--- src/sv/world_to_screen_projection_macros.svh ---
// Assertion helpers shared by the projection block
`ifndef WORLD_TO_SCREEN_PROJECTION_MACROS_SVH
`define WORLD_TO_SCREEN_PROJECTION_MACROS_SVH

// Same-cycle implication
`define WTSP_ASSERT_IMP(label, clk, rst_n, ante, cons) \
    label: assert property (@(posedge clk) disable iff (!rst_n) (ante) |-> (cons)) \
        else $error("wtsp check failed");

// Next-cycle implication
`define WTSP_ASSERT_NEXT(label, clk, rst_n, ante, cons) \
    label: assert property (@(posedge clk) disable iff (!rst_n) (ante) |=> (cons)) \
        else $error("wtsp check failed");

`endif

--- src/sv/wtsp_pkg.sv ---
package wtsp_pkg;

    localparam int FRAC_BITS  = 16;
    localparam int PROD_W     = 64;
    // clip sums: three floored products plus one element
    localparam int ACC_W      = PROD_W - FRAC_BITS + 2;
    // normalised magnitude is saturated to 2^40
    localparam int NDC_W      = 41;
    localparam int DIVIDEND_W = ACC_W + FRAC_BITS;
    localparam int DIV_CNT_W  = $clog2(DIVIDEND_W);
    localparam int HALF_W     = 13;
    localparam int MX_W       = HALF_W + 1 + NDC_W + 1;
    localparam int SUM_W      = MX_W + 1;

    localparam logic [NDC_W:0] NDC_LIMIT = {1'b0, 1'b1, {(NDC_W-1){1'b0}}};

    localparam logic [30:0] MIN_CLIP_W_RESET = 31'(((64'd1 << FRAC_BITS) + 64'd5) / 64'd10);

    // configuration register indexes
    localparam logic [1:0] REG_VIEWPORT_WIDTH  = 2'd0;
    localparam logic [1:0] REG_VIEWPORT_HEIGHT = 2'd1;
    localparam logic [1:0] REG_MIN_CLIP_W      = 2'd2;

    // input actions
    localparam logic ACT_LOAD      = 1'b0;
    localparam logic ACT_TRANSFORM = 1'b1;

    typedef logic [NDC_W-1:0] ndc_mag_t;

    // saturate a wide screen value to signed 32 bits
    function automatic logic signed [31:0] sat32(input logic signed [SUM_W-1:0] v);
        logic signed [SUM_W-1:0] hi;
        logic signed [SUM_W-1:0] lo;
        hi = SUM_W'(signed'(32'sh7fffffff));
        lo = SUM_W'(signed'(32'sh80000000));
        if (v > hi)
        begin
            return 32'sh7fffffff;
        end
        else if (v < lo)
        begin
            return 32'sh80000000;
        end
        return v[31:0];
    endfunction

endpackage

--- src/sv/wtsp_divider.sv ---
module wtsp_divider (
    input  logic                       clk,
    input  logic                       rst_n,
    input  logic                       start,
    input  logic [wtsp_pkg::ACC_W-1:0] dividend,
    input  logic [wtsp_pkg::ACC_W-1:0] divisor,
    output logic                       done,
    output wtsp_pkg::ndc_mag_t         quotient
);
    import wtsp_pkg::*;

    logic                  busy_reg;
    logic                  done_reg;
    logic [DIV_CNT_W-1:0]  cnt_reg;
    logic [DIVIDEND_W-1:0] sh_reg;
    logic [ACC_W-1:0]      rem_reg;
    logic [ACC_W-1:0]      div_reg;
    logic [NDC_W:0]        q_reg;
    logic                  sat_reg;

    logic [ACC_W:0]        trial;
    logic                  take;
    logic [ACC_W-1:0]      rem_next;
    logic [NDC_W:0]        q_next;

    // one restoring step per cycle
    always_comb
    begin
        trial    = {rem_reg, sh_reg[DIVIDEND_W-1]};
        take     = trial >= {1'b0, div_reg};
        rem_next = take ? ACC_W'(trial - {1'b0, div_reg}) : trial[ACC_W-1:0];
        q_next   = {q_reg[NDC_W-1:0], take};
    end

    always_ff @(posedge clk)
    begin
        if (start)
        begin
            sh_reg  <= {dividend, {FRAC_BITS{1'b0}}};
            rem_reg <= '0;
            div_reg <= divisor;
            q_reg   <= '0;
        end
        else if (busy_reg)
        begin
            sh_reg  <= {sh_reg[DIVIDEND_W-2:0], 1'b0};
            rem_reg <= rem_next;
            q_reg   <= q_next;
        end
    end

    always_ff @(posedge clk or negedge rst_n)
    begin
        if (!rst_n)
        begin
            busy_reg <= 1'b0;
            done_reg <= 1'b0;
            cnt_reg  <= '0;
            sat_reg  <= 1'b0;
        end
        else
        begin
            done_reg <= 1'b0;
            if (start)
            begin
                busy_reg <= 1'b1;
                cnt_reg  <= '0;
                sat_reg  <= 1'b0;
            end
            else if (busy_reg)
            begin
                // once past the limit the quotient stays clamped
                if (q_next > NDC_LIMIT)
                begin
                    sat_reg <= 1'b1;
                end
                cnt_reg <= cnt_reg + 1'b1;
                if (cnt_reg == DIV_CNT_W'(DIVIDEND_W - 1))
                begin
                    busy_reg <= 1'b0;
                    done_reg <= 1'b1;
                end
            end
        end
    end

    assign done     = done_reg;
    assign quotient = sat_reg ? NDC_LIMIT[NDC_W-1:0] : q_reg[NDC_W-1:0];

endmodule

--- config.mk ---
export PLATFORM = sky130hd
export DESIGN_NAME = wtsp_divider
export DESIGN_NICKNAME = d
export VERILOG_FILES = /design/src/sv/world_to_screen_projection_macros.svh /design/src/sv/wtsp_pkg.sv /design/src/sv/wtsp_divider.sv
export SDC_FILE = /design/constraint.sdc
export NUM_CORES = 1
export LEC_CHECK = 0
export BUFFER_PORTS_ARGS = -buffer_cell sky130_fd_sc_hd__buf_2
export CORE_ASPECT_RATIO = 2
export CORE_UTILIZATION = 30
export CTS_CLUSTER_DIAMETER = 50
export CTS_CLUSTER_SIZE = 8
export DETAILED_ROUTE_END_ITERATION = 10
export GPL_ROUTABILITY_DRIVEN = 0
export HOLD_SLACK_MARGIN = 0.06
export PLACE_DENSITY = 0.56
export SLEW_MARGIN = 30
export SYNTH_ARGS = -nofsm -noshare
export SYNTH_HDL_FRONTEND = slang
export SYNTH_SLANG_ARGS = --single-unit
--- constraint.sdc ---
create_clock -name clk -period 3.3 [get_ports clk]
set_clock_uncertainty 0.2 [all_clocks]
set_input_delay 0.165 -clock clk [delete_from_list [all_inputs] [get_ports clk]]
set_output_delay 0.165 -clock clk [all_outputs]
set_load 0.005 [all_outputs]
## Word level (Yosys, flattened, before mapping)

Index checks and enable logic that the tools add are counted.
W data, S select, Z words.

- Output and inout bits: 42
- Bits of input ports: 103
- Register bits: 201

- Order comparisons: 2
- Add/subtract/negate cells: 2
- Mux-type cells: 15
- Equality and inequality tests: 1
- Reduce and logical (&&, ||, !) cells: 3

Operators with widths:

| operator | number |
|---|---|
| $mux W66 | 2 |
| $ge A51 B50 Y1 | 1 |
| $mux W50 | 1 |
| $sub A50 B50 Y50 | 1 |
| $gt A42 B41 Y1 const B | 1 |
| $mux W41 | 1 |
| $mux W7 | 2 |
| $mux W1 | 9 |
| $add A7 B1 Y7 const B | 1 |
| $eq A7 B7 Y1 const B | 1 |
| $reduce_bool A2 Y1 | 2 |
| $reduce_and A2 Y1 | 1 |

## Longest topological paths before layout

Gate-level depths: netlist (run 1).

- Depth after elaboration: 5
- Gate-level depth with buffers: 14
- Depth with buffers taken out: 12

## Worst setup path after synthesis (run 1)

No wires, ideal clock.

- Kind: reg2reg
- Start: register sh_reg[65]
- End: register rem_reg[46]
- Stages on the path, launching flop included: 13
- Required time: 2.980 ns
- Setup slack: 0.384 ns
- Clock period less this slack: 2.916 ns
- Arrival time: 2.597 ns
- Setup time: 0.120 ns
- Buffers on the path: 0
- Path through: edfxtp_1 -> inv_1 -> ha_1 -> fa_1 -> nand2b_1 -> a21oi_1 -> o21ai_0 -> a211oi_2 -> o211ai_1 -> a41oi_1 -> nand3_1 -> mux2i_1 -> o31a_1

- Longest elaborated chain between the ends: 2
- Elaborated cells on any way between the ends: 3
- Those cells by class: add/sub: 1; order compare: 1; mux: 1

RTL lines:

| item | RTL line | text |
|---|---|---|
| start: declaration | wtsp_divider.sv:15 | `logic [DIVIDEND_W-1:0] sh_reg;` |
| start signal: assignment | wtsp_divider.sv:39 | `sh_reg <= {dividend, {FRAC_BITS{1'b0}}};` |
| start signal: assignment | wtsp_divider.sv:46 | `sh_reg <= {sh_reg[DIVIDEND_W-2:0], 1'b0};` |
| $sub A50 B50 Y50 / $ge A51 B50 Y1 (equally long branches) | wtsp_divider.sv:31, wtsp_divider.sv:30 |  |
| $mux W50 * | wtsp_divider.sv:31 | `rem_next = take ? ACC_W'(trial - {1'b0, div_reg}) : trial[ACC_W-1:0];` |
| end signal: assignment | wtsp_divider.sv:47 | `rem_reg <= rem_next;` |
| end: declaration | wtsp_divider.sv:16 | `logic [ACC_W-1:0] rem_reg;` |

Mark *: on every way between the ends. The rest lies on a longest branch, timed or not.
A chain may end at the register's enable or synchronous reset.

## Final worst setup path (run 1)

- Start: register div_reg[44]
- End: register rem_reg[49]

- Longest elaborated chain between the ends: 2
- Elaborated cells on any way between the ends: 3
- Those cells by class: add/sub: 1; order compare: 1; mux: 1

RTL lines:

| item | RTL line | text |
|---|---|---|
| start: declaration | wtsp_divider.sv:17 | `logic [ACC_W-1:0] div_reg;` |
| start signal: assignment | wtsp_divider.sv:41 | `div_reg <= divisor;` |
| $sub A50 B50 Y50 / $ge A51 B50 Y1 (equally long branches) | wtsp_divider.sv:31, wtsp_divider.sv:30 |  |
| $mux W50 * | wtsp_divider.sv:31 |  |

Marked as above.

==> summary.txt, run 1 <==
Max Freq: 315 MHz
fin area: 0.0149 mm^2
Final Total Pwr: 0.0107 W
synthesized cell area: 0.0114 mm^2
CTS Sinks: 201
post-route clock period utilization: 96.1%
register area: 0.00508 mm^2
post-synthesis sequential area ratio: 44.7%
register bit count reported by yosys: 201
Finished Layout Cells: 1918
CTS root buf: clkbuf_16
hold slack: 0.104 ns
initial antenna violation count: 0
Hold Path End: div_reg[9]
I/O Buffers: 144
Worst-path clk slew: 0.06 ns
ys flop type: edfxtp_1
largest net degree at the start of global routing: 52
Post-DRT Antenna Nets: 0
wire length of the first global-routing pass: 52100 um
status: finished, final reports clean
core area: 0.0373 mm^2
worst-margin pin slew: 0.680 ns
Crit Reg-Reg Endpoint: rem_reg[49]
Worst Path Arrival: 3.46 ns
CTS tree: yes
Remaining DRCs: 0
WL/cell: 17.0 um
Post-Place Setup Slack: -0.0290 ns
Worst Reg-to-Reg Cells: 11
vias in the first global route: 10200
cells after synthesis: 1169
Setup Crit Path Kind: flip-flop to flip-flop
# H-tree levels: 1
peak supply drop: 0.498 mV
max-slew violations: 0
R2R setup slack: 0.13 ns
Routed WL: 32700 um
Die Ht: 277 um
Worst Hold Depth: 2
post-synthesis cell type count: 76
nets: 1591
TritonRoute pass-1 iters: 7
max cap viols: 0
Layout area overhead: 31.0%
placed wire-length estimate: 23700 um
Fin. Hold Viols: 0
initial core utilization: 30.5%
Pleak: 6.70 nW
grt total ovfl: 0
Multi-input gate area: 0.00580 mm^2
fill count: 3715
Startpoint Class: flip-flop
Worst EP required: 3.59 ns
Final min period: 3.17 ns
mean area per synthesized cell: 9.71 um^2
hold path start: divisor[9]
placed instance count: 1755
CTS Buf Count: 31
clk_lat worst skew: 0.58 ns
row cnt: 100
commonest non-fill, non-tap cell in the layout: buf_2
Min-Delay Path Class: input pin to flip-flop
1st-iter DRT viols: 398
Reg-to-Reg Start: div_reg[44]
most frequent cells in the layout: buf_2 (143), nor2_1 (113), dlygate4sd3_1 (103)
Synthesized Nets: 1325
CP endpoint kind: flip-flop
Post-synth EDFFs: 100
Synth async-reset ratio: 4.98%
Via density: 5.03
# IOs: 145
# setup viols final: 0
total power divided by cell area: 722 mW/mm^2
CTS Buffer Depth: 3
share of cells above drive strength 1: 22.3%
relative slew slack: 54.7%
setup ws final: 0.129 ns
GRT Total Usage: 17.0%
die width: 140 um
full die area: 0.0387 mm^2
Max FO, Critical Path: 26
ant diodes: 0
DP Area: 0.0128 mm^2
via count: 9656
Syn. warnings: 0
[synthesized netlist by cell type (9+ instances only)]
cell / count / area [um^2]
nor2_1: 113 / 424
nand2_1: 101 / 379
edfxtp_1: 100 / 3000
dfxtp_1: 91 / 1820
a21oi_1: 76 / 380
inv_1: 70 / 263
ha_1: 52 / 651
mux2_2: 49 / 552
mux2i_1: 47 / 470
nor2b_1: 44 / 275
o21ai_0: 40 / 200
clkbuf_1: 29 / 109
a21o_1: 26 / 195
xnor2_1: 24 / 210
nand3_1: 22 / 110
buf_2: 18 / 90.1
nand4_1: 17 / 106
nor3_1: 17 / 85.1
xor2_1: 16 / 140
a311oi_1: 15 / 131
nor4_1: 15 / 93.8
a211oi_1: 13 / 97.6
o21bai_1: 13 / 97.6
o21ai_1: 12 / 60.1
buf_1: 10 / 37.5
dfrtp_1: 10 / 250
o21a_1: 9 / 67.6
[timing repair]
action	4_1_cts	5_1_grt
setup endpoints to repair	7	40
buffers inserted	0	3
gates resized for setup	2	15
hold buffers	103	0
pin swaps	0	5
hold endpoints to repair	153	0
[cell families after synthesis]
| group | count (synthesis) | share of synthesized area [%] |
|---|---|---|
| and+or+nand+nor | 371 | 15.6 |
| AOI/OAI and AO/OA | 274 | 16.7 |
| DFF | 201 | 44.7 |
| buffers and inverters | 134 | 5.00 |
| muxes | 96 | 9.00 |
| adders and majority gates | 53 | 5.91 |
| xor gates and xnor gates | 40 | 3.09 |
[worst max-delay path: stages, from the launching register on]
cell and delay [ns]:
edfxtp_1 0.33, inv_1 0.05, ha_1 0.40, and3_2 0.28
nand4_1 0.21, o41ai_2 0.50, a41o_1 0.17, a211oi_2 0.05
nor2b_4 0.17, buf_12 0.17, or3_1 0.37, a41oi_2 0.17
[cell type report]
class	count	share of cell area [%]
sequential	201	34.1
tap	459	3.86
clock buffer	53	6.12
inverter	70	1.77
timing repair buffer	297	14.7
clock inverter	4	0.429
multi-input combinational	834	39.0
[power by group]
part / switching, W / internal (W) / leakage, nW
sequential: 0.000268 / 0.00302 / 1.89
clock: 0.00119 / 0.00194 / 0.468
combinational: 0.00251 / 0.00181 / 4.34
total: 0.00397 / 0.00677 / 6.70
[through the flow]
step                      setup TNS, ns  util (%)
after floorplan                       0         -
after global placement                0      34.2
after detailed placement        -0.0343      34.2
after CTS                             0      39.6
after global routing           -0.00739      39.9
final                                 0      39.9
[how the worst max path moves through the flow]
| stage | startpoint | end | slack [ns] | depth (start not counted) |
|---|---|---|---|---|
| after detailed placement | sh_reg[65] | rem_reg[46] | -0.03 | 14 |
| after global routing | sh_reg[65] | rem_reg[38] | -0.007 | 14 |
| final | div_reg[44] | rem_reg[49] | 0.13 | 11 |
| after global placement | sh_reg[65] | rem_reg[46] | 0.02 | 14 |
| after CTS | sh_reg[65] | rem_reg[46] | 0.04 | 14 |
| after floorplan | sh_reg[65] | rem_reg[46] | 0.38 | 12 |
[metal layers]
metal	vias up	wire [um]	GRT usage [%]
met5	-	0	0
met4	0	2420	12.7
met3	113	1210	2.32
met2	275	18000	33.5
met1	4509	11100	15.5
li1	4759	-	-
Note: power is estimated with default switching activity, not from simulation.
==> run 2: changes to the inputs <==
CELL_PAD_IN_SITES_DETAIL_PLACEMENT = 1   (was not set)
CELL_PAD_IN_SITES_GLOBAL_PLACEMENT = 2   (was not set)
CORE_ASPECT_RATIO = not set   (was 2)
PLACE_DENSITY = 0.74   (was 0.56)
==> summary.txt, run 2 (synthesis gave the netlist of run 1 again) <==
total power divided by cell area: 755 mW/mm^2
clock share of power: 33.0%
core area: 0.0370 mm^2
fill count: 4263
clk_lat worst skew: 0.55 ns
fin area: 0.0154 mm^2
Startpoint Class: flip-flop
commonest non-fill, non-tap cell in the layout: buf_2
via count: 9795
WL/cell: 17.9 um
status: finished, final reports clean
setup ws final: 0.151 ns
max cap viols: 0
CP endpoint kind: flip-flop
share of cells above drive strength 1: 24.7%
die width: 197 um
Post-DRT Antenna Nets: 0
wire length of the first global-routing pass: 57000 um
Via density: 4.91
switching share of power: 35.8%
DP Area: 0.0130 mm^2
1st-iter DRT viols: 351
Worst EP required: 3.54 ns
Critical Path Start: div_reg[0]
row cnt: 70
initial antenna violation count: 1
placed wire-length estimate: 24300 um
Sequential Power Share: 28.3%
Post-Place Setup Slack: -0.0337 ns
I/O Buffers: 144
max-slew violations: 0
vias in the first global route: 10400
Setup Crit Path Kind: flip-flop to flip-flop
# setup viols final: 0
Logic pwr share: 38.7%
Max FO, Critical Path: 4
Max Freq: 318 MHz
Worst-path clk slew: 0.05 ns
CTS Buf Count: 37
CTS Sinks: 201
Remaining DRCs: 0
Reg-to-Reg Start: div_reg[0]
full die area: 0.0386 mm^2
# IOs: 145
hold path start: divisor[27]
Layout area overhead: 35.6%
Worst Path Arrival: 3.39 ns
Pleak: 6.91 nW
post-route clock period utilization: 95.4%
largest net degree at the start of global routing: 71
grt total ovfl: 0
CTS Buffer Depth: 3
Final Total Pwr: 0.0116 W
peak supply drop: 0.418 mV
# H-tree levels: 2
Final min period: 3.15 ns
RSZ-0062 raised after global routing: true
Min-Delay Path Class: input pin to flip-flop
switching power: 0.00417 W
GRT Total Usage: 18.7%
Fin. Hold Viols: 0
TritonRoute pass-1 iters: 4
worst-margin pin slew: 0.886 ns
CTS tree: yes
Die Ht: 197 um
initial core utilization: 30.7%
relative slew slack: 41.0%
most frequent cells in the layout: buf_2 (143), nor2_1 (112), dlygate4sd3_1 (103)
internal cell power: 0.00747 W
CTS root buf: clkbuf_16
Routed WL: 35600 um
nets: 1615
==> run 2: cell types whose count changed in the layout (fill, tap and decap cells not counted), moves of 3 or more <==
cell       before  now
clkinv_2        1    5
clkbuf_16      33   39
bufinv_16       1    4
clkbuf_1       19   14
buf_4          46   62
ha_1           51   48
==> run 2: cell type report <==
class / instances / area, um^2 / area share (%)
antenna: 2 / 5.00 / 0.0325
inverter: 70 / 263 / 1.71
clock buffer: 53 / 1030 / 6.68
clock inverter: 14 / 206 / 1.34
timing repair buffer: 315 / 2330 / 15.1
sequential: 201 / 5080 / 33.0
multi-input combinational: 834 / 5860 / 38.1
tap: 504 / 631 / 4.09
==> run 2: worst max-delay path, cell delays in order, from the launching register on <==
cell      delay, ns
edfxtp_1       0.41
ha_4           0.19
fa_2           0.40
nand2b_4       0.16
a21oi_4        0.18
o21ai_4        0.09
a211oi_4       0.28
o211ai_1       0.18
a41oi_1        0.25
buf_4          0.18
xor2_1         0.15
nand2_1        0.09
a311oi_2       0.27
==> run 2: timing repair <==
action,in CTS,in global routing
pin swaps,1,13
resized for setup,1,31
setup buffers,0,4
hold buffers,103,0
setup endpoints to repair,2,44
hold endpoints to repair,138,0
==> run 2: metrics by stage <==
step / utilization [%] / hold slack (ns) / TNS [ns] / std cells
after floorplan: - / -0.331 / 0 / 1169
after global placement: 35.0 / -0.157 / 0 / 1817
after detailed placement: 35.0 / -0.148 / -0.0337 / 1817
after CTS: 41.2 / 0.0969 / 0 / 1987
after global routing: 41.7 / 0.114 / -0.0473 / 1993
final: 41.7 / 0.136 / 0 / 1993
==> run 2: layer usage <==
metal	GRT usage (%)	wire, um
met3	3.70	1430
met2	31.9	17100
met4	4.98	672
met5	0	0
met1	23.9	16400
==> run 2: power groups by stage <==
| stage | logic [W] | clock network [W] | registers, W |
|---|---|---|---|
| after global routing | 0.00496 | 0.00405 | 0.00334 |
| after detailed placement | 0.00423 | 0 | 0.00332 |
| after floorplan | 0.00294 | 0 | 0.00324 |
| final | 0.00450 | 0.00384 | 0.00329 |
| after CTS | 0.00437 | 0.00394 | 0.00328 |
| after global placement | 0.00418 | 0 | 0.00331 |
==> run 2: path summary, 6_finish.rpt <==
| check | to | slack [ns] | cells after the start |
|---|---|---|---|
| setup / recovery | rem_reg[38] | 0.15 | 12 |
| hold / removal | div_reg[27] | 0.14 | 2 |
| setup reg to reg | rem_reg[38] | 0.15 | 12 |
| hold reg to reg | rem_reg[17] | 0.27 | 2 |
| max in group asynchronous | busy_reg | 2.03 | 3 |
| min in group asynchronous | done | 0.48 | 3 |
==> run 3: changes to the inputs <==
CORE_MARGIN = 3   (was not set)
clock period = 3.4 ns   (was 3.3 ns; I/O delays follow)
==> summary.txt, run 3 (synthesis gave the netlist of run 1 again) <==
Layout area overhead: 34.3%
share of cells above drive strength 1: 23.4%
fill count: 4244
Worst Path Arrival: 3.54 ns
GRT Total Usage: 17.6%
Final min period: 3.28 ns
post-route clock period utilization: 96.5%
Sequential Power Share: 28.8%
fin area: 0.0152 mm^2
commonest non-fill, non-tap cell in the layout: buf_2
CP endpoint kind: flip-flop
I/O Buffers: 144
Logic pwr share: 39.6%
initial antenna violation count: 0
Max FO, Critical Path: 6
1st-iter DRT viols: 465
Fin. Hold Viols: 0
switching share of power: 35.7%
die width: 201 um
nets: 1613
CTS tree: yes
core area: 0.0370 mm^2
Max Freq: 305 MHz
relative slew slack: 49.9%
full die area: 0.0402 mm^2
Setup Crit Path Kind: flip-flop to flip-flop
largest net degree at the start of global routing: 60
setup ws final: 0.121 ns
placed wire-length estimate: 24700 um
Min-Delay Path Class: input pin to flip-flop
CTS Buffer Depth: 3
WL/cell: 17.9 um
Routed WL: 35600 um
final core occ: 41.3%
CTS Buf Count: 36
Pleak: 6.89 nW
status: finished, final reports clean
hold slack: 0.145 ns
worst-margin pin slew: 0.752 ns
ant diodes: 0
peak supply drop: 0.303 mV
# H-tree levels: 2
Post-Place Setup Slack: 0.0880 ns
max-slew violations: 0
via count: 9756
most frequent cells in the layout: buf_2 (143), nor2_1 (112), dlygate4sd3_1 (103)
CTS Sinks: 201
total power divided by cell area: 724 mW/mm^2
grt total ovfl: 0
Via density: 4.91
internal cell power: 0.00710 W
switching power: 0.00394 W
row cnt: 70
Die Ht: 201 um
Worst EP required: 3.66 ns
wire length of the first global-routing pass: 57800 um
clock share of power: 31.6%
vias in the first global route: 10500
max cap viols: 0
clk_lat worst skew: 0.55 ns
Post-DRT Antenna Nets: 0
Worst-path clk slew: 0.05 ns
DP Area: 0.0130 mm^2
Startpoint Class: flip-flop
# setup viols final: 0
initial core utilization: 30.7%
# IOs: 145
TritonRoute pass-1 iters: 5
CTS root buf: clkbuf_16
Remaining DRCs: 0
==> run 3: cell count changes in the layout (fill, tap and decap cells not counted), sizes merged <==
cell,previous run,this run
clkinvlp,1,0
buf,212,211
diode,2,0
clkbuf,53,50
bufinv,4,3
clkinv,8,10
inv,71,70
==> run 3: power groups by stage <==
stage / clock network [W] / registers [W] / logic, W
floorplan: 0 / 0.00314 / 0.00285
global placement: 0 / 0.00321 / 0.00415
detailed placement: 0 / 0.00322 / 0.00420
CTS: 0.00360 / 0.00318 / 0.00432
global route: 0.00370 / 0.00323 / 0.00485
finish: 0.00349 / 0.00318 / 0.00437
==> run 3: layout make-up <==
cell class / instances / area (um^2) / area share, %
clock inverter: 13 / 183 / 1.20
multi-input combinational: 834 / 5760 / 37.8
timing repair buffer: 314 / 2360 / 15.5
sequential: 201 / 5080 / 33.3
inverter: 70 / 263 / 1.72
clock buffer: 50 / 973 / 6.38
tap: 504 / 631 / 4.14
==> run 3: repair_timing <==
action | CTS | global route
endpoints found under the setup margin | 0 | 29
gates resized for setup | 0 | 8
setup buffers | 0 | 3
hold endpoints to repair | 126 | 0
hold buffers | 103 | 0
==> run 3: path summary, 6_finish.rpt <==
check	from	endpoint	slack, ns	cells after the start
hold / removal	divisor[22]	div_reg[22]	0.14	2
setup reg to reg	div_reg[38]	rem_reg[7]	0.12	12
max in group asynchronous	rst_n	busy_reg	2.12	3
hold reg to reg	rem_reg[13]	rem_reg[13]	0.27	2
min in group asynchronous	rst_n	busy_reg	0.51	3
setup / recovery	div_reg[38]	rem_reg[7]	0.12	12
==> run 3: critical path, cell delays in order, from the launching register on <==
cell,delay [ns]
edfxtp_1,0.32
inv_1,0.05
ha_1,0.41
nand4_1,0.20
or2_1,0.33
o41ai_2,0.41
a41o_1,0.16
a211oi_2,0.05
nor2b_4,0.15
buf_4,0.15
buf_4,0.16
or3_1,0.37
a311oi_1,0.25
==> run 3: per-stage QoR <==
step	power [W]	cells	setup TNS [ns]
floorplan	0.00599	1169	0
global placement	0.00736	1817	0
detailed placement	0.00742	1817	0
CTS	0.0111	1983	0
global route	0.0118	1986	-0.0107
finish	0.0110	1986	0
==> run 3: metal layers <==
layer,track usage [%],vias up,share of wire (%),wire [um]
met5,0,-,0,0
met3,3.19,49,3.7,1320
met2,29.6,175,48,17000
li1,-,4803,-,-
met1,23.1,4729,46,16500
met4,5.45,0,2.1,744
