File: src/sv/world_to_screen_projection_macros.svh
// Assertion helpers shared by the projection block
`ifndef WORLD_TO_SCREEN_PROJECTION_MACROS_SVH
`define WORLD_TO_SCREEN_PROJECTION_MACROS_SVH

// Same-cycle implication
`define WTSP_ASSERT_IMP(label, clk, rst_n, ante, cons) \
    label: assert property (@(posedge clk) disable iff (!rst_n) (ante) |-> (cons)) \
        else $error("wtsp check failed");

// Next-cycle implication
`define WTSP_ASSERT_NEXT(label, clk, rst_n, ante, cons) \
    label: assert property (@(posedge clk) disable iff (!rst_n) (ante) |=> (cons)) \
        else $error("wtsp check failed");

`endif

File: src/sv/wtsp_pkg.sv
package wtsp_pkg;

    localparam int FRAC_BITS  = 16;
    localparam int PROD_W     = 64;
    // clip sums: three floored products plus one element
    localparam int ACC_W      = PROD_W - FRAC_BITS + 2;
    // normalised magnitude is saturated to 2^40
    localparam int NDC_W      = 41;
    localparam int DIVIDEND_W = ACC_W + FRAC_BITS;
    localparam int DIV_CNT_W  = $clog2(DIVIDEND_W);
    localparam int HALF_W     = 13;
    localparam int MX_W       = HALF_W + 1 + NDC_W + 1;
    localparam int SUM_W      = MX_W + 1;

    localparam logic [NDC_W:0] NDC_LIMIT = {1'b0, 1'b1, {(NDC_W-1){1'b0}}};

    localparam logic [30:0] MIN_CLIP_W_RESET = 31'(((64'd1 << FRAC_BITS) + 64'd5) / 64'd10);

    // configuration register indexes
    localparam logic [1:0] REG_VIEWPORT_WIDTH  = 2'd0;
    localparam logic [1:0] REG_VIEWPORT_HEIGHT = 2'd1;
    localparam logic [1:0] REG_MIN_CLIP_W      = 2'd2;

    // input actions
    localparam logic ACT_LOAD      = 1'b0;
    localparam logic ACT_TRANSFORM = 1'b1;

    typedef logic [NDC_W-1:0] ndc_mag_t;

    // saturate a wide screen value to signed 32 bits
    function automatic logic signed [31:0] sat32(input logic signed [SUM_W-1:0] v);
        logic signed [SUM_W-1:0] hi;
        logic signed [SUM_W-1:0] lo;
        hi = SUM_W'(signed'(32'sh7fffffff));
        lo = SUM_W'(signed'(32'sh80000000));
        if (v > hi)
        begin
            return 32'sh7fffffff;
        end
        else if (v < lo)
        begin
            return 32'sh80000000;
        end
        return v[31:0];
    endfunction

endpackage

File: src/sv/wtsp_matrix_ram.sv
module wtsp_matrix_ram (
    input  logic        clk,
    input  logic        rst_n,
    input  logic        we,
    input  logic [3:0]  waddr,
    input  logic [31:0] wdata,
    input  logic [3:0]  raddr,
    output logic [31:0] rdata
);
    import wtsp_pkg::*;

    logic [31:0] mem [16];
    logic [15:0] valid_reg;
    logic [31:0] rdata_reg;
    logic        rvalid_reg;

    // storage array and registered read
    always_ff @(posedge clk)
    begin
        if (we)
        begin
            mem[waddr] <= wdata;
        end
        rdata_reg <= mem[raddr];
    end

    // written flags; an unwritten element reads as zero
    always_ff @(posedge clk or negedge rst_n)
    begin
        if (!rst_n)
        begin
            valid_reg  <= '0;
            rvalid_reg <= 1'b0;
        end
        else
        begin
            if (we)
            begin
                valid_reg[waddr] <= 1'b1;
            end
            rvalid_reg <= valid_reg[raddr];
        end
    end

    assign rdata = rvalid_reg ? rdata_reg : 32'd0;

endmodule

File: config.mk
export PLATFORM = sky130hd
export DESIGN_NAME = wtsp_matrix_ram
export DESIGN_NICKNAME = d
export VERILOG_FILES = /design/src/sv/world_to_screen_projection_macros.svh /design/src/sv/wtsp_pkg.sv /design/src/sv/wtsp_matrix_ram.sv
export SDC_FILE = /design/constraint.sdc
export NUM_CORES = 1
export LEC_CHECK = 0
export BUFFER_PORTS_ARGS = -buffer_cell sky130_fd_sc_hd__buf_2
export CELL_PAD_IN_SITES_DETAIL_PLACEMENT = 2
export CELL_PAD_IN_SITES_GLOBAL_PLACEMENT = 2
export CORE_ASPECT_RATIO = 1.75
export CORE_UTILIZATION = 45
export DETAILED_ROUTE_END_ITERATION = 10
export PLACE_DENSITY = 0.81
export SETUP_SLACK_MARGIN = 0.4
export SLEW_MARGIN = 10
export SYNTH_ARGS = -nofsm -noshare
export SYNTH_HDL_FRONTEND = slang
export SYNTH_SLANG_ARGS = --single-unit
File: constraint.sdc
create_clock -name clk -period 1.24 [get_ports clk]
set_clock_uncertainty 0.05 [all_clocks]
set_input_delay 0.062 -clock clk [delete_from_list [all_inputs] [get_ports clk]]
set_output_delay 0.062 -clock clk [all_outputs]
set_load 0.1 [all_outputs]
# Word-level counts from Yosys, hierarchy flattened
# Memories as Yosys holds them, arrays and structs flattened. A register that Yosys moved wholly into a read port is not among the register bits.
# Cells that the tools add are included.
[word_totals]
regBits = 17
mem_bits_rw = 512
input_bits = 43
out_inout_bits = 32
word_cells = 15
memories = 1
[memory_table]
columns = ["memory", "depth", "width", "read_ports", "rd_clocked_by_memory_dff", "wr", "line", "rtl"]
rows = [
  ["mem", 16, 32, 1, 1, 1, "wtsp_matrix_ram.sv:12", "logic [31:0] mem [16];"],
]
[classes]
n_lt_le_gt_ge = 3
mux = 7
bitwise = 1
reduce_logical = 1
[op_table]
columns = ["operator", "n"]
rows = [
  ["$mux 32", 1],
  ["$or 16x16->16", 1],
  ["$lt 4x5->1 const B", 2],
  ["$bmux 1 s4", 1],
  ["$demux 1 s4", 1],
  ["$ge 4x1->1 const B", 1],
  ["$mux 1", 4],
  ["$logic_and 1x1->1", 1],
]

# Logic depth before layout (Yosys ltp)
# Gate-level depths: netlist of the first run.
[depth]
depth_word = 5
depth_mapped = 6
mapped_depth_nobuf = 3

# Least setup slack after synthesis of the first run
# OpenSTA, ideal clock, no wires.
[synth_timing]
path_kind = "in2reg"
start = "input waddr[2]"
end = "memory mem[0][0], enable pin"
arrival_time_ps = 2810
t_required_ps = 727
setup_slack_ps = -2083
path_stages = 2
path_cell_list = "or3b_2 -> nor3_1"
[synth_lines]
columns = ["element", "line", "rtl"]
rows = [
  ["start: declaration", "wtsp_matrix_ram.sv:5", "input logic [3:0] waddr,"],
  ["end: declaration", "wtsp_matrix_ram.sv:12", ""],
]
# No word-level cell before the write port.

# Worst setup path after layout of the first run
[layout_timing]
start = "register rvalid_reg"
end = "output rdata[2]"
[layout_between]
elab_chain_len = 1
[layout_lines]
columns = ["element", "line", "rtl"]
rows = [
  ["start: declaration", "wtsp_matrix_ram.sv:15", "logic rvalid_reg;"],
  ["start signal: assignment", "wtsp_matrix_ram.sv:41", "rvalid_reg <= valid_reg[raddr];"],
  ["$mux 32", "wtsp_matrix_ram.sv:45", "assign rdata = rvalid_reg ? rdata_reg : 32'd0;"],
  ["end: declaration", "wtsp_matrix_ram.sv:8", "output logic [31:0] rdata"],
]
# No other way between the ends.

==> impl_results.md, run 1 <==
* Slew Viols, Final at 0
* Final hold slack at -0.06766 ns
* R2R setup slack at -0.37 ns
* Top-area cell type share of the netlist area at 0.7368
* Number of global-route vias before repair at 12280
* Cell taking the most area after synthesis: edfxtp_1
* Setup-failing EPs final at 65
* Critical path capture point type: primary output
* First-pass GRT wire length at 96.83 mm
* Failing checks: negative hold slack, negative setup slack
* Stages on the worst setup path at 3
* Setup ws final at -0.4835 ns
* Total negative slack at -19.04 ns
* Fin nets at 1209
* Area grow syn2layout at 30.38%
* RR Endpoint: rdata_reg[28]
* Fin crit share at 1.390
* IO Pins at 75
* Crit path max-delay family: flip-flops
* Syn avg cell area at 22.81 µm²
* Top cells by count, synth: 512 x edfxtp_1, 113 x mux4_2, 66 x a22oi_1
* Mapped Cells at 915
* Layout filler cell count at 3530
* Post-Synthesis Net Count at 958
* CTS root buf: clkbuf_16
* Antenna Cells at 0
* Worst IR Drop VDD at 1.424 mV
* Drt wl/cell at 39.82 µm
* Vias post-DR at 11340
* Relative slew slack at 0.6745
* Pwr dens at 1598 nW/µm²
* H-tree Lvls at 2
* Share of cells above drive strength 1 at 0.4566
* DIE WIDTH at 164.8 µm
* Via density at 6.330
* Internal power at 0.03250 W
* F_max at 580.2 MHz
* Clock Tree Buf Depth at 3
* Post-detail-place hpwl at 36.01 mm
* R2R cell count at 3
* Clock buffer count from CTS at 51
* Number of buffers added on ports at 74
* Psw at 0.01098 W
* CP max stage cell: dfrtp_2
* Antenna Nets Post-Route at 0
* DR pass1 iterations at 7
* CP startpoint: rvalid_reg
* Critical Path AT at 1.61 ns
* Worst Tran Pin Value at 0.4883 ns
* CTS clk-pin slew, worst paths at 0.08 ns
* WL final at 71.35 mm
* Leakage power at 9.006 nW
* Hold buffer count at cts at 33
* Core Area at 45930 µm²
* Sequential Power Share at 0.495
* Count leader, synth: edfxtp_1
* Pre-CTS setup slack at -0.5113 ns
* CP max stage delay at 0.41 ns
* Prevailing post-synth register cell: edfxtp_1
* Row count at 104
* Largest net degree at the start of global routing at 34
* Clock latency on the worst-skew pair at 0.61 ns
* Detailed Route Iter0 Violations at 1284
* Kind of critical path: reg -> out
* CP Launch Type: flop
* Max reg flops at 512
* Final hold viol count at 17
* Hold crit path type: in -> async
* Tmin final at 1.723 ns
* FFs w/ async S/R, synth at 0.03030
* Max-Cap Viols at 0
* CTS tree: built
* Buf/Inv on CP at 2
* Grt ovf at 0
* Post-synthesis cell type count at 22
* Mapped Area at 20870 µm²
* Crit Path Max Fanout at 11
* Seq/Total Area, Yosys at 0.7879
* Yosys synthesis warning count at 0
* Combinational fraction of design power at 0.118
* Total Power at 0.04348 W
* Setup repair after global routing missed its margin: true
* GP Congestion at 0.7373
* Switching share of power at 0.2525
* CP required at 1.13 ns
* Initial Util at 0.4543
* Die Span Y at 286.9 µm
* Die area at 47270 µm²
* CTS sink cnt at 561
* Critical-path cell list: buf_6 -> and2_4 -> buf_12
* Top post-synthesis cells by area: edfxtp_1 74%, mux4_2 12%, dfxtp_1 3.1%, mux4_1 2.4%, a22oi_1 2.4%
* Critical Path End: rdata[2]
* Post-synth EDFFs at 512
* #FFs+latches synth at 561
* Power share of the clock group at 0.387
* Status: complete, but fails checks
* Gr usage total at 0.3026
* Reg-to-Reg Start: mem[8][28]
* Initial antenna violation count at 0
* Residual DRC at 0
## power by group through the flow
stage | clock network [W] | registers [W] | logic [W]
after global placement | 0 | 0.0218 | 0.00427
after CTS | 0.0166 | 0.0215 | 0.00493
final | 0.0168 | 0.0215 | 0.00514
after global routing | 0.0175 | 0.0215 | 0.00528
after floorplan | 0 | 0.0217 | 0.00267
after detailed placement | 0 | 0.0219 | 0.00447
## metal layers
| metal | GRT usage | part of all wire | vias to the layer above |
|---|---|---|---|
| li1 | - | - | 4343 |
| met1 | 0.3943 | 0.37 | 6238 |
| met2 | 0.5217 | 0.53 | 615 |
| met3 | 0.02958 | 0.057 | 147 |
| met4 | 0.1177 | 0.041 | 0 |
| met5 | 0 | 0 | - |
## per-stage QoR
| stage | hold WS [ns] | utilization | instance area [µm²] | instances |
|---|---|---|---|---|
| final | -0.06766 | 0.5923 | 27210 | 1792 |
| after detailed placement | -0.03489 | 0.5146 | 23640 | 1613 |
| after global routing | -0.05545 | 0.5923 | 27210 | 1792 |
| after CTS | -0.08421 | 0.5809 | 26680 | 1774 |
| after global placement | -0.05752 | 0.5146 | 23640 | 1613 |
| after floorplan | -0.2836 | - | 21110 | 915 |
## layout by cell type, fill, tap and decap left out, types with 3 or more instances in the layout
master | synthesis | final
buf_6 | 2 | 17
clkbuf_1 | 23 | 17
nor3_4 | 0 | 4
clkinv_2 | 0 | 6
bufinv_16 | 0 | 6
nand2_1 | 34 | 32
buf_12 | 6 | 99
clkinv_1 | 0 | 8
clkbuf_8 | 0 | 3
mux4_2 | 113 | 132
a22oi_2 | 0 | 61
and2_4 | 0 | 32
buf_4 | 0 | 23
dfxtp_1 | 32 | 32
edfxtp_1 | 512 | 512
buf_16 | 0 | 17
or2_4 | 0 | 16
a22oi_1 | 66 | 5
buf_2 | 12 | 38
dlygate4sd3_1 | 0 | 33
dfrtp_1 | 17 | 16
clkbuf_16 | 0 | 61
nor2_4 | 0 | 13
buf_8 | 2 | 9
## worst min path at each step
stage | endpoint | cells after the start | from
2_1_floorplan | rvalid_reg | 0 | rst_n
3_3_place_gp | valid_reg[13] | 1 | rst_n
3_5_place_dp | valid_reg[15] | 1 | rst_n
4_1_cts | valid_reg[2] | 2 | rst_n
5_1_grt | valid_reg[6] | 2 | rst_n
6_report | valid_reg[6] | 2 | rst_n
## cell families (layout without fill, tap and decap cells)
| kind of cell | after synthesis | after routing | share of synthesized area |
|---|---|---|---|
| DFF | 561 | 561 | 0.7879 |
| muxes | 132 | 132 | 0.1459 |
| AOI/OAI and AO/OA | 66 | 66 | 0.02374 |
| and+or+nand+nor | 108 | 108 | 0.02668 |
| buffers and inverters | 48 | 342 | 0.01583 |
## area by class of cell
type	count	area (µm²)	share of cell area
multi-input cells	306	4644	0.1707
clock inverters	25	289.0	0.01062
flip-flops and latches	561	16440	0.6043
well taps	583	729.5	0.02681
repair buffers	246	3709	0.1363
clock buffers	71	1393	0.05119
## what timing repair did
action / in CTS / in global routing
endpoints found under the setup margin: 245 / 282
hold endpoints to repair: 529 / 17
pin swaps: 73 / 33
gates resized for setup: 115 / 40
buffers inserted: 21 / 7
cloned: 11 / 11
No activity file was read; power rests on OpenSTA's default activity.
==> run 2, diff against run 1 <==
--- a/config.mk
+++ b/config.mk
@@ -9,7 +9,9 @@
 export CELL_PAD_IN_SITES_DETAIL_PLACEMENT = 2
 export CELL_PAD_IN_SITES_GLOBAL_PLACEMENT = 2
 export CORE_ASPECT_RATIO = 1.75
+export CORE_MARGIN = 1.5
 export CORE_UTILIZATION = 45
+export CTS_BUF_LIST = sky130_fd_sc_hd__clkbuf_2
 export DETAILED_ROUTE_END_ITERATION = 10
 export PLACE_DENSITY = 0.81
 export SETUP_SLACK_MARGIN = 0.4
==> run 2 against run 1 <==
Against the previous run: the run still ends with negative hold slack, negative setup slack left; register-to-register slack better by 0.04 ns; setup slack worse by 0.61 ns; total power is 6.2% lower; first-iteration DRC count is 12% lower; utilization is 1.9 points lower; sequential cell count stayed put; critical path type unchanged; highest routed layer unchanged.
==> impl_results.md, run 2 (same netlist as run 1, synthesis figures left out) <==
* GP Congestion at 0.7329 (-0.60%)
* Slew Viols, Final at 0 (unchanged)
* Detailed Route Iter0 Violations at 1131 (-12%)
* Area grow syn2layout at 26.12%
* F_max at 428.9 MHz (-26%)
* Commonest non-fill, non-tap cell in the layout: edfxtp_1
* Core Area at 45930 µm² (unchanged)
* Non-Filler Instances at 1950 (+8.8%)
* Residual DRC at 0 (unchanged)
* Setup-failing EPs final at 65 (unchanged)
* Final hold slack at -0.3125 ns (-0.2449 ns)
* Via density at 5.992 (-5.3%)
* Clock latency on the worst-skew pair at 1.15 ns (+0.54 ns)
* Total negative slack at -39.42 ns (-20.38 ns)
* Final hold viol count at 38 (+21)
* Antenna Nets Post-Route at 0 (unchanged)
* Kind of critical path: reg -> out
* Pre-CTS setup slack at -0.4984 ns (+0.01287 ns)
* Die Span Y at 287.9 µm (+0.35%)
* DIE WIDTH at 165.8 µm (+0.61%)
* Initial antenna violation count at 1 (+1)
* Max reg flops at 512 (unchanged)
* Grt ovf at 0 (unchanged)
* Setup ws final at -1.092 ns (-0.6083 ns)
* H-tree Lvls at 4 (+2)
* Max-Cap Viols at 0 (unchanged)
* Leakage power at 8.964 nW (-0.47%)
* Critical Path AT at 2.22 ns (+0.61 ns)
* Dpl cells at 1625 (+0.74%)
* Relative slew slack at 0.5691 (-0.1054)
* CTS sink cnt at 561 (unchanged)
* Status: complete, but fails checks
* CTS root buf: clkbuf_2
* Hold crit path type: in -> reg
* WL final at 71.09 mm (-0.37%)
* Initial Util at 0.4543 (unchanged)
* Drt wl/cell at 36.46 µm (-8.4%)
* Pwr dens at 1549 nW/µm² (-3.0%)
* Fin nets at 1301 (+7.6%)
* Vias post-DR at 11690 (+3.0%)
* Fin crit share at 1.880 (+0.4906)
* CP Launch Type: flop
* Worst IR Drop VDD at 0.8753 mV (-39%)
* CP required at 1.13 ns (about the same)
* Tmin final at 2.332 ns (+0.6083 ns)
* Share of cells above drive strength 1 at 0.4817 (+0.02512)
* Number of buffers added on ports at 74 (unchanged)
* Post-detail-place hpwl at 36.62 mm (+1.7%)
* Clock Tree Buf Depth at 3 (unchanged)
* Largest net degree at the start of global routing at 33 (-2.9%)
* Critical path capture point type: primary output
* Number of global-route vias before repair at 13210 (+7.6%)
* Final instance area at 26320 µm² (-3.3%)
* IO Pins at 75 (unchanged)
* Clock buffer count from CTS at 132 (+160%)
* CTS tree: built
* Placed cell areas at 23740 µm² (+0.43%)
* Row count at 104 (unchanged)
* Die area at 47720 µm² (+0.96%)
* Most frequent cells in the layout: 512 x edfxtp_1, 188 x clkbuf_2, 132 x mux4_2, 87 x buf_12, 75 x dlygate4sd3_1
* First-pass GRT wire length at 100.8 mm (+4.1%)
* Failing checks: negative hold slack, negative setup slack
* CTS clk-pin slew, worst paths at 0.17 ns (+0.09 ns)
* Setup repair after global routing missed its margin: true
* Gr usage total at 0.3050 (+0.002410)
* Worst Tran Pin Value at 0.6450 ns (+0.1567 ns)
* DR pass1 iterations at 5 (-2)
* Crit Path Max Fanout at 25 (+14)
run 2: area by class of cell:
class,instances,area (µm²)
Antenna cell,1,2.502
Clock inverter,54,390.4
Multi-Input combinational cell,306,4637
Tap cell,583,729.5
Fill cell,3707,19620
Sequential cell,561,16440
Clock buffer,188,940.9
Timing Repair Buffer,257,3177
run 2: power by group:
part | switching, W | internal, W | leakage (nW) | total (W)
clock | 0.00872 | 0.00538 | 0.962 | 0.0141
combinational | 0.00297 | 0.00220 | 2.93 | 0.00516
sequential | 0.000321 | 0.0212 | 5.07 | 0.0215
run 2: worst paths after layout:
path                                    start       endpoint  cells after the start  slack, ns
worst max-delay path               rvalid_reg      rdata[12]                      3      -1.09
worst min-delay path                 raddr[0]  rdata_reg[25]                      5      -0.31
worst max register to register     mem[0][30]  rdata_reg[30]                      4      -0.33
worst min register to register  valid_reg[14]  valid_reg[14]                      1       0.45
max in group asynchronous               rst_n   valid_reg[6]                      3       0.76
min in group asynchronous               rst_n  valid_reg[11]                      3      -0.04
run 2: metrics by stage:
step / power (W) / utilization
after detailed placement: 0.02641 / 0.5168
after global placement: 0.02612 / 0.5168
after CTS: 0.04053 / 0.5684
after floorplan: 0.02439 / -
after global routing: 0.04196 / 0.5730
final: 0.04078 / 0.5730
run 2: worst max-delay path, stage by stage, from the launching register on:
cell and delay [ns]:
dfrtp_2 0.47, buf_12 0.23, and2_4 0.20, buf_12 0.17
run 2: what timing repair did:
action	CTS	global route
gates resized for setup	60	23
cloned	0	1
pin swaps	59	18
setup buffers	3	1
hold buffers	75	29
setup endpoints to repair	80	681
hold endpoints to repair	1090	978
run 2: per-layer routing:
metal  GRT usage  vias up  routed length (µm)
li1            -     4590                   -
met4      0.1347        0                2520
met3     0.05059      161                3776
met5           0        -                   0
met2      0.5457      590               38600
met1      0.3625     6344               26190
==> run 3, diff against run 2 <==
--- a/config.mk
+++ b/config.mk
@@ -5,16 +5,18 @@
 export SDC_FILE = /design/constraint.sdc
 export NUM_CORES = 1
 export LEC_CHECK = 0
+export ABC_AREA = 1
 export BUFFER_PORTS_ARGS = -buffer_cell sky130_fd_sc_hd__buf_2
 export CELL_PAD_IN_SITES_DETAIL_PLACEMENT = 2
 export CELL_PAD_IN_SITES_GLOBAL_PLACEMENT = 2
 export CORE_ASPECT_RATIO = 1.75
 export CORE_MARGIN = 1.5
-export CORE_UTILIZATION = 45
+export CORE_UTILIZATION = 43
 export CTS_BUF_LIST = sky130_fd_sc_hd__clkbuf_2
 export DETAILED_ROUTE_END_ITERATION = 10
-export PLACE_DENSITY = 0.81
+export PLACE_DENSITY = 0.87
 export SETUP_SLACK_MARGIN = 0.4
+export SKIP_LAST_GASP = 1
 export SLEW_MARGIN = 10
 export SYNTH_ARGS = -nofsm -noshare
 export SYNTH_HDL_FRONTEND = slang
==> constraint.sdc (replaced) <==
create_clock -name clk -period 2.4 [get_ports clk]
set_clock_uncertainty 0.05 [all_clocks]
set_input_delay 0.12 -clock clk [delete_from_list [all_inputs] [get_ports clk]]
set_output_delay 0.12 -clock clk [all_outputs]
set_load 0.1 [all_outputs]
==> run 3 against run 2 <==
Against the previous run: the flow finishes with violations (negative setup slack); highest routed layer unchanged; design area up 5.8%; critical path depth up 2; via count up 68%; utilization down 5.9 points; largest power group unchanged; setup slack better by 0.97 ns; global-route usage up 7.3 points; die area up 18%.
==> impl_results.md, run 3 <==
* Vias post-DR at 19580 (+68%)
* F_max at 397.3 MHz
* Post-detail-place hpwl at 44.79 mm (+22%)
* Crit Path Max Fanout at 7 (-72%)
* Buf/Inv on CP at 4 (+2)
* Initial antenna violation count at 1 (unchanged)
* Crit path max-delay family: buffers and inverters
* Top cells by count, synth: 727 x nand2_1, 512 x edfxtp_1, 437 x inv_1
* Die Span Y at 312.4 µm (+8.5%)
* Area grow syn2layout at 18.41%
* Pre-CTS setup slack at 0.6132 ns (+1.112 ns)
* Prevailing post-synth register cell: edfxtp_1
* Critical path capture point type: primary output
* CP max stage delay at 0.46 ns (about the same)
* Via density at 5.943 (-0.82%)
* Final hold viol count at 0 (-100%)
* Setup-failing EPs final at 31 (-52%)
* FFs w/ async S/R, synth at 0.03030 (unchanged)
* Slew Viols, Final at 0 (unchanged)
* Largest net degree at the start of global routing at 113 (+240%)
* Residual DRC at 0 (unchanged)
* Hold crit path type: in -> reg
* Fin crit share at 1.049
* Drt wl/cell at 33.18 µm (-9.0%)
* Fin nets at 2547 (+96%)
* Count leader, synth: nand2_1
* R2R setup slack at 0.44 ns (+0.77 ns)
* Number of global-route vias before repair at 21910 (+66%)
* Post-Synthesis Net Count at 2315 (+140%)
* Max-Cap Viols at 0 (unchanged)
* Pwr dens at 767.2 nW/µm² (-50%)
* First-pass GRT wire length at 153.9 mm (+53%)
* IO Pins at 75 (unchanged)
* DIE WIDTH at 179.8 µm (+8.5%)
* CP required at 2.23 ns (+1.10 ns)
* Leakage power at 12.26 nW (+37%)
* Top post-synthesis cells by area: edfxtp_1 65%, nand2_1 12%, nand3_1 8.5%, inv_1 7.0%, dfxtp_1 2.7%
* CP max stage cell: dfrtp_2
* Setup ws final at -0.1171 ns (+0.9747 ns)
* Yosys synthesis warning count at 0 (unchanged)
* Relative slew slack at 0.1295 (-0.4396)
* Layout filler cell count at 5439 (+47%)
* Post-synthesis cell type count at 13 (-41%)
* GP Congestion at 0.7593 (+3.6%)
* Mapped Cells at 2272 (+150%)
* #FFs+latches synth at 561 (unchanged)
* Clock Tree Buf Depth at 3 (unchanged)
* WL final at 109.3 mm (+54%)
* Worst IR Drop VDD at 0.5714 mV (-35%)
* Core Area at 54150 µm² (+18%)
* Number of buffers added on ports at 74 (unchanged)
* Total Power at 0.02137 W (-48%)
* Grt ovf at 0 (unchanged)
* Most frequent cells in the layout: 700 x nand2_1, 512 x edfxtp_1, 403 x inv_1, 400 x nand3_1, 194 x clkbuf_2
* Failing checks: negative setup slack
* CTS tree: built
* Row count at 113 (+8.7%)
* Critical Path AT at 2.35 ns (+0.13 ns)
* Critical-path cell list: buf_4 -> buf_12 -> nand2_4 -> inv_4 -> buf_12
* Tmin final at 2.517 ns
* Final hold slack at 0.1402 ns (+0.4527 ns)
* Clock latency on the worst-skew pair at 1.30 ns (+0.15 ns)
* CTS root buf: clkbuf_2
* Top-area cell type share of the netlist area at 0.6536 (-0.08316)
* DR pass1 iterations at 7 (+2)
* Seq/Total Area, Yosys at 0.6989 (-0.08893)
* Setup repair after global routing missed its margin: true
* Share of cells above drive strength 1 at 0.1575 (-0.3242)
* Placed cell areas at 25000 µm² (+5.3%)
* Syn avg cell area at 10.35 µm² (-55%)
* Max reg flops at 512 (unchanged)
* Kind of critical path: reg -> out
* Final instance area at 27850 µm² (+5.8%)
* H-tree Lvls at 4 (unchanged)
* Initial Util at 0.4344 (-0.01990)
* Commonest non-fill, non-tap cell in the layout: nand2_1
* Worst Tran Pin Value at 1.304 ns (+0.6589 ns)
* Gr usage total at 0.3779 (+0.07296)
* CP Launch Type: flop
* Clock buffer count from CTS at 133 (+0.76%)
* Detailed Route Iter0 Violations at 2325 (+110%)
* CTS clk-pin slew, worst paths at 0.12 ns (-0.05 ns)
* Cell taking the most area after synthesis: edfxtp_1
* Antenna Nets Post-Route at 0 (unchanged)
* Die area at 56170 µm² (+18%)
* CTS sink cnt at 561 (unchanged)
* Post-synth EDFFs at 512 (unchanged)
* CP most frequent cell: buf_12
* Mapped Area at 23520 µm² (+13%)
* Status: complete, but fails checks
[run 3: changes by cell type in the layout (fill, tap and decap cells not counted), sizes merged, moves of 10 or more]
cell / delta
dlygate4sd3: +10
buf: -60
clkinv: -13
o21ai: +16
inv: +442
a22oi: -66
nand2: +693
mux4: -132
nand3: +399
and2: -33
or2: -16
[run 3: routing by layer]
layer  wire length [µm]  GRT usage  share of wire  vias up
met5                  0          0              0        -
met4               6984     0.2214          0.064        0
met3               8329    0.06852          0.076      438
met2              55150     0.6577           0.50     1371
met1              38850     0.4348           0.36     9967
li1                   -          -              -     7801
[run 3: per-stage QoR]
step,TNS [ns],cells,util
after floorplan,0,2272,-
after global placement,0,2966,0.4617
after detailed placement,0,2966,0.4617
after CTS,-2.206,3287,0.5066
after global routing,-2.614,3294,0.5144
final,-1.757,3294,0.5144
[run 3: layout make-up]
type	count	area [µm²]	area share
clock buffers	194	970.9	0.03486
repair buffers	208	2505	0.08993
flip-flops and latches	561	16440	0.5903
well taps	690	863.3	0.03100
multi-input cells	1161	5096	0.1830
clock inverters	40	310.3	0.01114
inverters	439	1663	0.05970
diodes	1	2.502	0.00008984
[run 3: kinds of logic after synthesis]
family	synth area share
AND/OR/NAND/NOR	0.2040
flip-flops	0.6989
buffers and inverters	0.09367
AO/OA/AOI/OAI	0.003404
[run 3: timing repair]
action | in CTS | in global routing
hold buffers | 85 | 0
endpoints found under the hold margin | 1080 | 0
buffers inserted | 2 | 3
resized for setup | 84 | 119
endpoints found under the setup margin | 32 | 32
gates cloned | 0 | 3
[run 3: worst paths after layout]
kind,start,to,cells past startpoint
max reg2reg,mem[13][20],rdata_reg[20],7
min reg2reg,valid_reg[11],valid_reg[11],2
max,rvalid_reg,rdata[15],5
min,raddr[2],rdata_reg[19],6
min in group asynchronous,rst_n,valid_reg[12],4
max in group asynchronous,rst_n,rvalid_reg,4
[run 3: power by group]
group	switching, W	total (W)	internal (W)
clock network	0.00494	0.00773	0.00279
registers	0.000138	0.0110	0.0109
logic	0.00186	0.00260	0.000736
total	0.00694	0.0214	0.0144
[run 3: tightest hold or removal path, delay by kind of cell]
family        cells  cell delay, ns
buf+inv           3            0.89
simple gates      3            0.35
